==> config.mk <==
export PLATFORM = sky130hd
export DESIGN_NAME = emcf_ctrl
export DESIGN_NICKNAME = d
export VERILOG_FILES = /design/src/rtl/core/emcf_pkg.sv /design/src/rtl/core/emcf_ctrl.sv
export SDC_FILE = /design/constraint.sdc
export NUM_CORES = 1
export LEC_CHECK = 0
export BUFFER_PORTS_ARGS = -buffer_cell sky130_fd_sc_hd__buf_4
export CAP_MARGIN = 20
export CORE_AREA = 2 2 39 41
export CTS_BUF_LIST = sky130_fd_sc_hd__clkbuf_4 sky130_fd_sc_hd__clkbuf_8
export CTS_CLUSTER_SIZE = 14
export DETAILED_ROUTE_END_ITERATION = 10
export DIE_AREA = 0 0 41 43
export PLACE_DENSITY = 0.66
export REMOVE_ABC_BUFFERS = 1
export SLEW_MARGIN = 5
export SYNTH_ARGS = -nofsm -noshare
export SYNTH_HDL_FRONTEND = slang
export SYNTH_SLANG_ARGS = --single-unit
==> constraint.sdc <==
create_clock -name aclk -period 4.2 [get_ports aclk]
set_clock_uncertainty 0.05 [all_clocks]
set_input_delay 0.21 -clock aclk [delete_from_list [all_inputs] [get_ports aclk]]
set_output_delay 0.21 -clock aclk [all_outputs]
set_load 0.02 [all_outputs]
==> src/rtl/core/emcf_pkg.sv <==
// Shared constants, types and helpers of the exact-match class frequency block.
package emcf_pkg;

    // Sizing of the pattern and class tables.
    localparam int FEATURE_BITS = 8;
    localparam int CLASS_COUNT  = 8;
    localparam int COUNT_BITS   = 16;

    // Widths of the input and result fields.
    localparam int FEATURES_W   = 8;
    localparam int CLASS_ID_W   = 3;
    localparam int OUT_CLASS_W  = 3;
    localparam int FRAC_BITS    = 16;
    localparam int PROB_BITS    = FRAC_BITS + 1;

    // Derived table geometry. Class counts are addressed as {pattern, class}.
    localparam int PATTERN_DEPTH   = 1 << FEATURE_BITS;
    localparam int CLASS_BITS      = (CLASS_COUNT > 1) ? $clog2(CLASS_COUNT) : 1;
    localparam int CLASS_SLOTS     = 1 << CLASS_BITS;
    localparam int COUNT_ADDR_BITS = FEATURE_BITS + CLASS_BITS;
    localparam int COUNT_DEPTH     = 1 << COUNT_ADDR_BITS;

    // Queries report at most eight classes.
    localparam int OUT_CLASSES  = (CLASS_COUNT < 8) ? CLASS_COUNT : 8;
    localparam int SCAN_BITS    = $clog2(OUT_CLASSES + 1);

    // One quotient bit per divider step.
    localparam int DIV_STEPS    = PROB_BITS;
    localparam int DIV_CNT_BITS = $clog2(DIV_STEPS);

    // Opcode of an input request.
    localparam logic OP_TRAIN = 1'b0;
    localparam logic OP_QUERY = 1'b1;

    // Controller states.
    typedef enum logic [3:0] {
        ST_CLEAR,
        ST_IDLE,
        ST_TRAIN_RD,
        ST_TRAIN_WR,
        ST_QUERY_RD,
        ST_QUERY_TOT,
        ST_SCAN,
        ST_COUNT,
        ST_DIV,
        ST_EMIT,
        ST_MISS
    } state_t;

    // Commands from the controller to the datapath.
    typedef struct packed {
        logic clr_step;
        logic latch_in;
        logic rd_train;
        logic wr_train;
        logic rd_total;
        logic latch_total;
        logic rd_count;
        logic div_load;
        logic div_step;
        logic out_load;
        logic out_miss;
        logic scan_clr;
        logic scan_inc;
    } ctrl_cmd_t;

    // Status from the datapath to the controller.
    typedef struct packed {
        logic clr_done;
        logic cls_valid;
        logic total_zero;
        logic seen_bit;
        logic cls_last;
        logic scan_end;
        logic div_last;
        logic out_free;
    } dp_status_t;

    // Saturating increment of a count.
    function automatic logic [COUNT_BITS-1:0] sat_inc(input logic [COUNT_BITS-1:0] v);
        logic [COUNT_BITS-1:0] r;
        r = (&v) ? v : COUNT_BITS'(v + 1'b1);
        return r;
    endfunction

endpackage

==> src/rtl/core/emcf_ctrl.sv <==
// Controller state machine that sequences training, queries and the clearing pass.
module emcf_ctrl import emcf_pkg::*; (
    input  logic       aclk,
    input  logic       aresetn,
    input  logic       s_tvalid,
    input  logic       in_opcode,
    input  dp_status_t status,
    output ctrl_cmd_t  cmd,
    output logic       s_tready
);

    state_t state_reg;
    state_t state_next;

    // State register.
    always_ff @(posedge aclk) begin
        if (!aresetn) begin
            state_reg <= ST_CLEAR;
        end else begin
            state_reg <= state_next;
        end
    end

    // Next state and commands.
    always_comb begin
        state_next = state_reg;
        cmd        = '0;
        s_tready   = 1'b0;
        case (state_reg)
            ST_CLEAR: begin
                cmd.clr_step = 1'b1;
                if (status.clr_done) begin
                    state_next = ST_IDLE;
                end
            end
            ST_IDLE: begin
                s_tready = 1'b1;
                if (s_tvalid) begin
                    cmd.latch_in = 1'b1;
                    state_next   = (in_opcode == OP_QUERY) ? ST_QUERY_RD : ST_TRAIN_RD;
                end
            end
            ST_TRAIN_RD: begin
                if (status.cls_valid) begin
                    cmd.rd_train = 1'b1;
                    state_next   = ST_TRAIN_WR;
                end else begin
                    state_next = ST_IDLE;
                end
            end
            ST_TRAIN_WR: begin
                cmd.wr_train = 1'b1;
                state_next   = ST_IDLE;
            end
            ST_QUERY_RD: begin
                cmd.rd_total = 1'b1;
                state_next   = ST_QUERY_TOT;
            end
            ST_QUERY_TOT: begin
                cmd.latch_total = 1'b1;
                cmd.scan_clr    = 1'b1;
                state_next      = status.total_zero ? ST_MISS : ST_SCAN;
            end
            ST_SCAN: begin
                if (status.scan_end) begin
                    state_next = ST_IDLE;
                end else if (status.seen_bit) begin
                    cmd.rd_count = 1'b1;
                    state_next   = ST_COUNT;
                end else begin
                    cmd.scan_inc = 1'b1;
                end
            end
            ST_COUNT: begin
                cmd.div_load = 1'b1;
                state_next   = ST_DIV;
            end
            ST_DIV: begin
                cmd.div_step = 1'b1;
                if (status.div_last) begin
                    state_next = ST_EMIT;
                end
            end
            ST_EMIT: begin
                if (status.out_free) begin
                    cmd.out_load = 1'b1;
                    if (status.cls_last) begin
                        state_next = ST_IDLE;
                    end else begin
                        cmd.scan_inc = 1'b1;
                        state_next   = ST_SCAN;
                    end
                end
            end
            ST_MISS: begin
                if (status.out_free) begin
                    cmd.out_miss = 1'b1;
                    state_next   = ST_IDLE;
                end
            end
            default: begin
                state_next = ST_CLEAR;
            end
        endcase
    end

endmodule

Yosys cells after proc, flatten, opt, wreduce, memory -nomap -nowiden

Cells that the tools add are included.

Input bits: 12
Register bits after elaboration: 4

Muxes and demuxes: 34
Equal/unequal tests: 16
Reduce and logical (&&, ||, !) cells: 2

Operator list:

| cell                                                            | count |
|---|---|
| 4-bit case mux with 11 select lines                             | 1 |
| 4-bit two-way mux                                               | 8 |
| 1-bit two-way mux                                               | 21 |
| 4-bit by 3-bit == test with 1-bit output, second input constant | 4 |
| 4-bit == test, second input constant                            | 3 |
| 2-bit inequality test, second input constant                    | 5 |
| 4-bit by 2-bit == test with 1-bit output, second input constant | 2 |
| 3-bit two-way mux                                               | 2 |
| 6-bit AND reduction                                             | 1 |
| 4-bit by 1-bit == test with 1-bit output, second input constant | 1 |
| 4-bit logical NOT                                               | 1 |
| 3-bit inequality test, second input constant                    | 1 |
| 2-bit two-way mux                                               | 1 |
| 1-bit case mux with 2 select lines                              | 1 |

Depth between registers and ports, before layout

Gate-level depths: netlist of the first run.

Depth in word-level cells: 3
Gate-level depth with buffers: 6
Mapped depth without buffers: 4

Least setup slack after synthesis of the first run

Ideal clock, no wire load.

Kind: flip-flop to output port
From: reg state_reg[3]
To: out cmd[11] in the netlist's numbering
Stages on the path, launching flop included: 5
Setup slack: 2.406 ns
Path buffers: 1
Data arrival time: 1.534 ns
Cell sequence: dfxtp_1 clkbuf_1 nand2b_1 nor3_1 and2_1

RTL lines:

| element                  | RTL line        | text |
|---|---|---|
| start: declaration       | emcf_ctrl.sv:12 | `state_t state_reg;` |
| start signal: assignment | emcf_ctrl.sv:20 | `state_reg <= state_next;` |
| end: declaration         | emcf_ctrl.sv:8  | `output ctrl_cmd_t cmd,` |

==> metrics, run 1 <==
status finished clean; commonest cells after routing, fill and taps aside buf_4 (25), nor2_1 (8), nand2_1 (7); IO Pins 26; final setup TNS 0 ns; Register Area 80.1 um^2; area occupied by multi-input gates 347 um^2; Synth Cell Area 472 um^2; internal power 121 uW; GRT overflow 0; complex-gate fraction of the synthesized area 21.0%; GRT met3 Usage 7.85%; P_sw 81.2 uW; final hold violation count 0; Gate power share 44.7%; overall routing resource usage 16.5%; commonest non-fill, non-tap cell in the layout buf_4; Slew headroom 60.1%; Clk pwr share 23.2%; Avg Inst Size Synth 6.74 um^2; First DRT Iteration DRCs 6; initial cell density of the core 34.1%; Tmin final 2.04 ns; worst hold-check path type primary input to flip-flop; Pleak 0.281 nW; Num CTS Buffers 3; Die H 43 um; critical path type flip-flop to output pin; XOR/XNOR share of the synthesized area 0%; antenna-violating nets left 0; placed cell area 642 um^2; Syn Inst Count 70; adder-cell share of the synthesized area 0%; final core occ 48.0%; Post-DP HPWL 986 um; largest family of logic cells by synthesized area simple AND/OR/NAND/NOR gates; drt via density 5.16; Yosys warning count 0; crit-path max FO 18; CTS Sinks 4; total power 202 uW; placed cells 104; final WL 1320 um; share of cells above drive strength 1 34.1%; DR WL/cell 12.3 um; via count 552; DRC 0; critical path startpoint category flip-flop; Yosys reg bits 4; dpl ws 2.29 ns; total die area 0.00176 mm^2; Finished Layout Cells 107; CTS tree built; maximum VDD drop 0.143 mV; hold_buf cts 0; largest net degree at the start of global routing 19; post-CTS setup buffer count 0; H-tree Lvls 1; fin nets 105; met2 usage 23.1%; drt pass-1 iters 4; row cnt 14; post-CTS sizing 0; hold path startpoint aresetn; gpl congestion 0.824; worst setup path startpoint state_reg[1]; Layout area overhead 40.8%; CP required 3.94 ns; post-route cell area 664 um^2; f_max 0.490 GHz; IO Port Bufs 25; Clock Latency Late Sink 0.23 ns; mux cell area share after synthesis 5.31%; max reg flops 4; Hold Slack 0.171 ns; Worst setup EP type output pin; Worst R2R Start state_reg[0]; distinct cell type count after synthesis 27; Root Buffer clkbuf_4; die width 41 um; core area 0.00138 mm^2; final setup margin 2.16 ns; Simple-Gate Fraction of Synth Area 47.2%; sequential share of power 32.1%; fin crit share 48.6%; Clock Path Buffers 2; PwrDens 305 mW/mm^2; n_diodes 0; initial antenna violation count 0; Worst-Margin Slew 0.597 ns; register area share after synthesis 17.0%; first-pass GRT wire length 2010 um; fin. max-slew vios 0; Setup violations, final 0; RSZ-0062 raised after global routing false; number of fillers in the final layout 151; vias in the first global route 468; Net Sw Frac 40.1%; Arrival @ worst endpoint 1.78 ns; Clk pin slew, worst setup/hold paths 0.04 ns; GR peak layer met1; max-cap violations 0; routing usage on met1 23.2%
-- cells by family after synthesis --
group / count (synthesis)
AO/OA/AOI/OAI: 16
buffers and inverters: 9
flip-flops: 4
multiplexers: 2
AND/OR/NAND/NOR: 39
-- synth_stat cells --
cell type  number  area, um^2
a21o_1          1        7.51
a21oi_1         6        30.0
a22o_1          1        8.76
and2_1          1        6.26
and3_1          1        6.26
and4_1          1        8.76
buf_4           3        22.5
clkbuf_1        4        15.0
dfxtp_1         4        80.1
inv_1           2        7.51
mux2_4          1        15.0
mux2i_1         1        10.0
nand2_1         7        26.3
nand2b_1        5        31.3
nand3b_1        2        15.0
nand4bb_1       2        22.5
nor2_1          8        30.0
nor2b_1         1        6.26
nor3_1          6        30.0
nor3b_1         1        7.51
nor4_1          2        12.5
o21ai_0         1        5.00
o21ai_1         2        10.0
o22ai_1         4        25.0
o22ai_2         1        12.5
or3b_1          1        8.76
or4_4           1        11.3
-- metal layers --
metal | vias to the layer above | share of wire [%]
li1 | 296 | -
met1 | 235 | 46
met2 | 21 | 46
met3 | 0 | 7.7
met4 | 0 | 0
met5 | - | 0
-- worst max-delay path, cell delays in order (launching register included) --
cell and delay, ns:
dfxtp_1 0.65, nand4bb_1 0.24, nor3_1 0.40, a21o_1 0.13, buf_4 0.13
-- final timing paths --
kind | endpoint | slack (ns) | cells after the start
worst max-delay path | cmd[0] | 2.16 | 4
worst min register to register | state_reg[1] | 0.67 | 2
worst max register to register | state_reg[1] | 2.27 | 4
worst min-delay path | state_reg[3] | 0.17 | 3
-- final cells by class --
class | count | area share, %
multi-input combinational | 57 | 52.2
timing repair buffer | 25 | 28.2
sequential | 4 | 12.1
clock buffer | 3 | 3.39
tap | 16 | 3.01
inverter | 2 | 1.13
-- power groups by stage --
stage	Sequential, mW	Clock [mW]	Combinational [mW]
2_1_floorplan	0.0591	0	0.0584
3_3_place_gp	0.0641	0	0.0905
3_5_place_dp	0.0650	0	0.0912
4_1_cts	0.0644	0.0498	0.0916
5_1_grt	0.0678	0.0531	0.0984
6_report	0.0650	0.0470	0.0905
Power figures use the tool's default switching activity.
==> run 2, diff against run 1 <==
Clock period 4.2 ns to 1.98 ns, I/O delays scaled along.
==> metrics, run 2 (synthesis gave the netlist of run 1 again) <==
RSZ-0062 raised after global routing false; IO Pins 26; gpl congestion 0.822; core area 0.00138 mm^2; max reg flops 4; hold path startpoint aresetn; DRC 0; Layout area overhead 47.2%; largest net degree at the start of global routing 16; share of cells above drive strength 1 36.8%; CTS tree built; GR peak layer met2; final setup TNS 0 ns; GRT overflow 0; critical path type flip-flop to output pin; Post-DP HPWL 1050 um; total die area 0.00176 mm^2; routing usage on met1 21.2%; post-CTS setup buffer count 0; first-pass GRT wire length 2060 um; fin crit share 89.9%; IO Port Bufs 25; fin nets 109; overall routing resource usage 16.9%; final WL 1370 um; Worst setup EP type output pin; CP required 1.83 ns; row cnt 14; fin. max-slew vios 0; Slew headroom 72.3%; Num CTS Buffers 3; crit-path leading delay family simple AND/OR/NAND/NOR gates; met2 usage 26.3%; commonest cells after routing, fill and taps aside buf_4 (29), nor2_1 (8), nand2_1 (7); DR WL/cell 12.4 um; via count 584; vias in the first global route 483; crit-path cells buf_4 -> nand4bb_1 -> nor3_1 -> a21o_1 -> buf_4; Die H 43 um; Setup violations, final 0; Clk pin slew, worst setup/hold paths 0.04 ns; critical path startpoint category flip-flop; worst hold-check path type primary input to flip-flop; CTS Sinks 4; drt pass-1 iters 4; Pleak 0.303 nW; Worst-Margin Slew 0.412 ns; worst setup path startpoint state_reg[1]; placed cell area 672 um^2; hold_buf cts 0; Worst path slowest cell dfxtp_1; crit-path max FO 15; post-route cell area 694 um^2; drt via density 5.26; H-tree Lvls 1; First DRT Iteration DRCs 11; Tmin final 1.78 ns; antenna-violating nets left 0; Root Buffer clkbuf_4; max-cap violations 0; maximum VDD drop 0.239 mV; CP max stage delay 0.39 ns; status finished clean; Clock Latency Late Sink 0.23 ns; Top cell by count, worst path buf_4; final hold violation count 0; commonest non-fill, non-tap cell in the layout buf_4; Worst R2R Start state_reg[0]; f_max 0.562 GHz; Arrival @ worst endpoint 1.63 ns; Clock Path Buffers 2; die width 41 um; PwrDens 642 mW/mm^2; Worst Path Buf+Inv 2; initial cell density of the core 34.1%; post-CTS sizing 0; initial antenna violation count 0; n_diodes 0; GRT met3 Usage 4.71%
==> run 2: changes by cell type in the layout (fill, tap and decap cells not counted), sizes merged <==
cell,previous run,this run
buf,25,29
==> run 2: per-stage QoR <==
step | hold slack [ns] | power (mW) | worst slack [ns] | instances | utilization (%)
2_1_floorplan | 0.164 | 0.249 | 0.244 | 63 | -
3_3_place_gp | 0.301 | 0.341 | 0.355 | 108 | 48.6
3_5_place_dp | 0.299 | 0.342 | 0.321 | 108 | 48.6
4_1_cts | 0.0529 | 0.447 | 0.208 | 111 | 50.2
5_1_grt | 0.0554 | 0.481 | 0.0273 | 111 | 50.2
6_report | 0.0595 | 0.446 | 0.200 | 111 | 50.2
==> run 2: worst reg2reg max path, cell delays in order (launching register included) <==
cell	delay (ns)
dfxtp_1	0.50
nand4bb_1	0.22
nor3_1	0.10
or4_4	0.56
o22ai_1	0.17
==> run 2: path summary, 6_finish.rpt <==
path                  end  slack [ns]  depth (start not counted)
min reg2reg  state_reg[1]        0.67                          3
max                cmd[0]        0.20                          5
max reg2reg  state_reg[1]        0.30                          4
min          state_reg[2]        0.06                          3
==> run 2: where the power goes <==
| part | switching, mW | total, mW | internal [mW] |
|---|---|---|---|
| logic | 0.120 | 0.230 | 0.110 |
| clock network | 0.0344 | 0.102 | 0.0679 |
| registers | 0.0224 | 0.114 | 0.0914 |
==> run 2: cell type report <==
| class | instances | area (um^2) |
|---|---|---|
| fillers | 137 | 689 |
| multi-input cells | 57 | 347 |
| repair buffers | 29 | 218 |
| flip-flops and latches | 4 | 80.1 |
| clock buffers | 3 | 22.5 |
| well taps | 16 | 20.0 |
| inverters | 2 | 7.51 |
==> run 2: metal layers <==
metal / share of wire, % / wire (um)
met5: 0 / 0
met4: 0 / 0
met3: 8.1 / 111
met2: 46 / 625
met1: 46 / 634
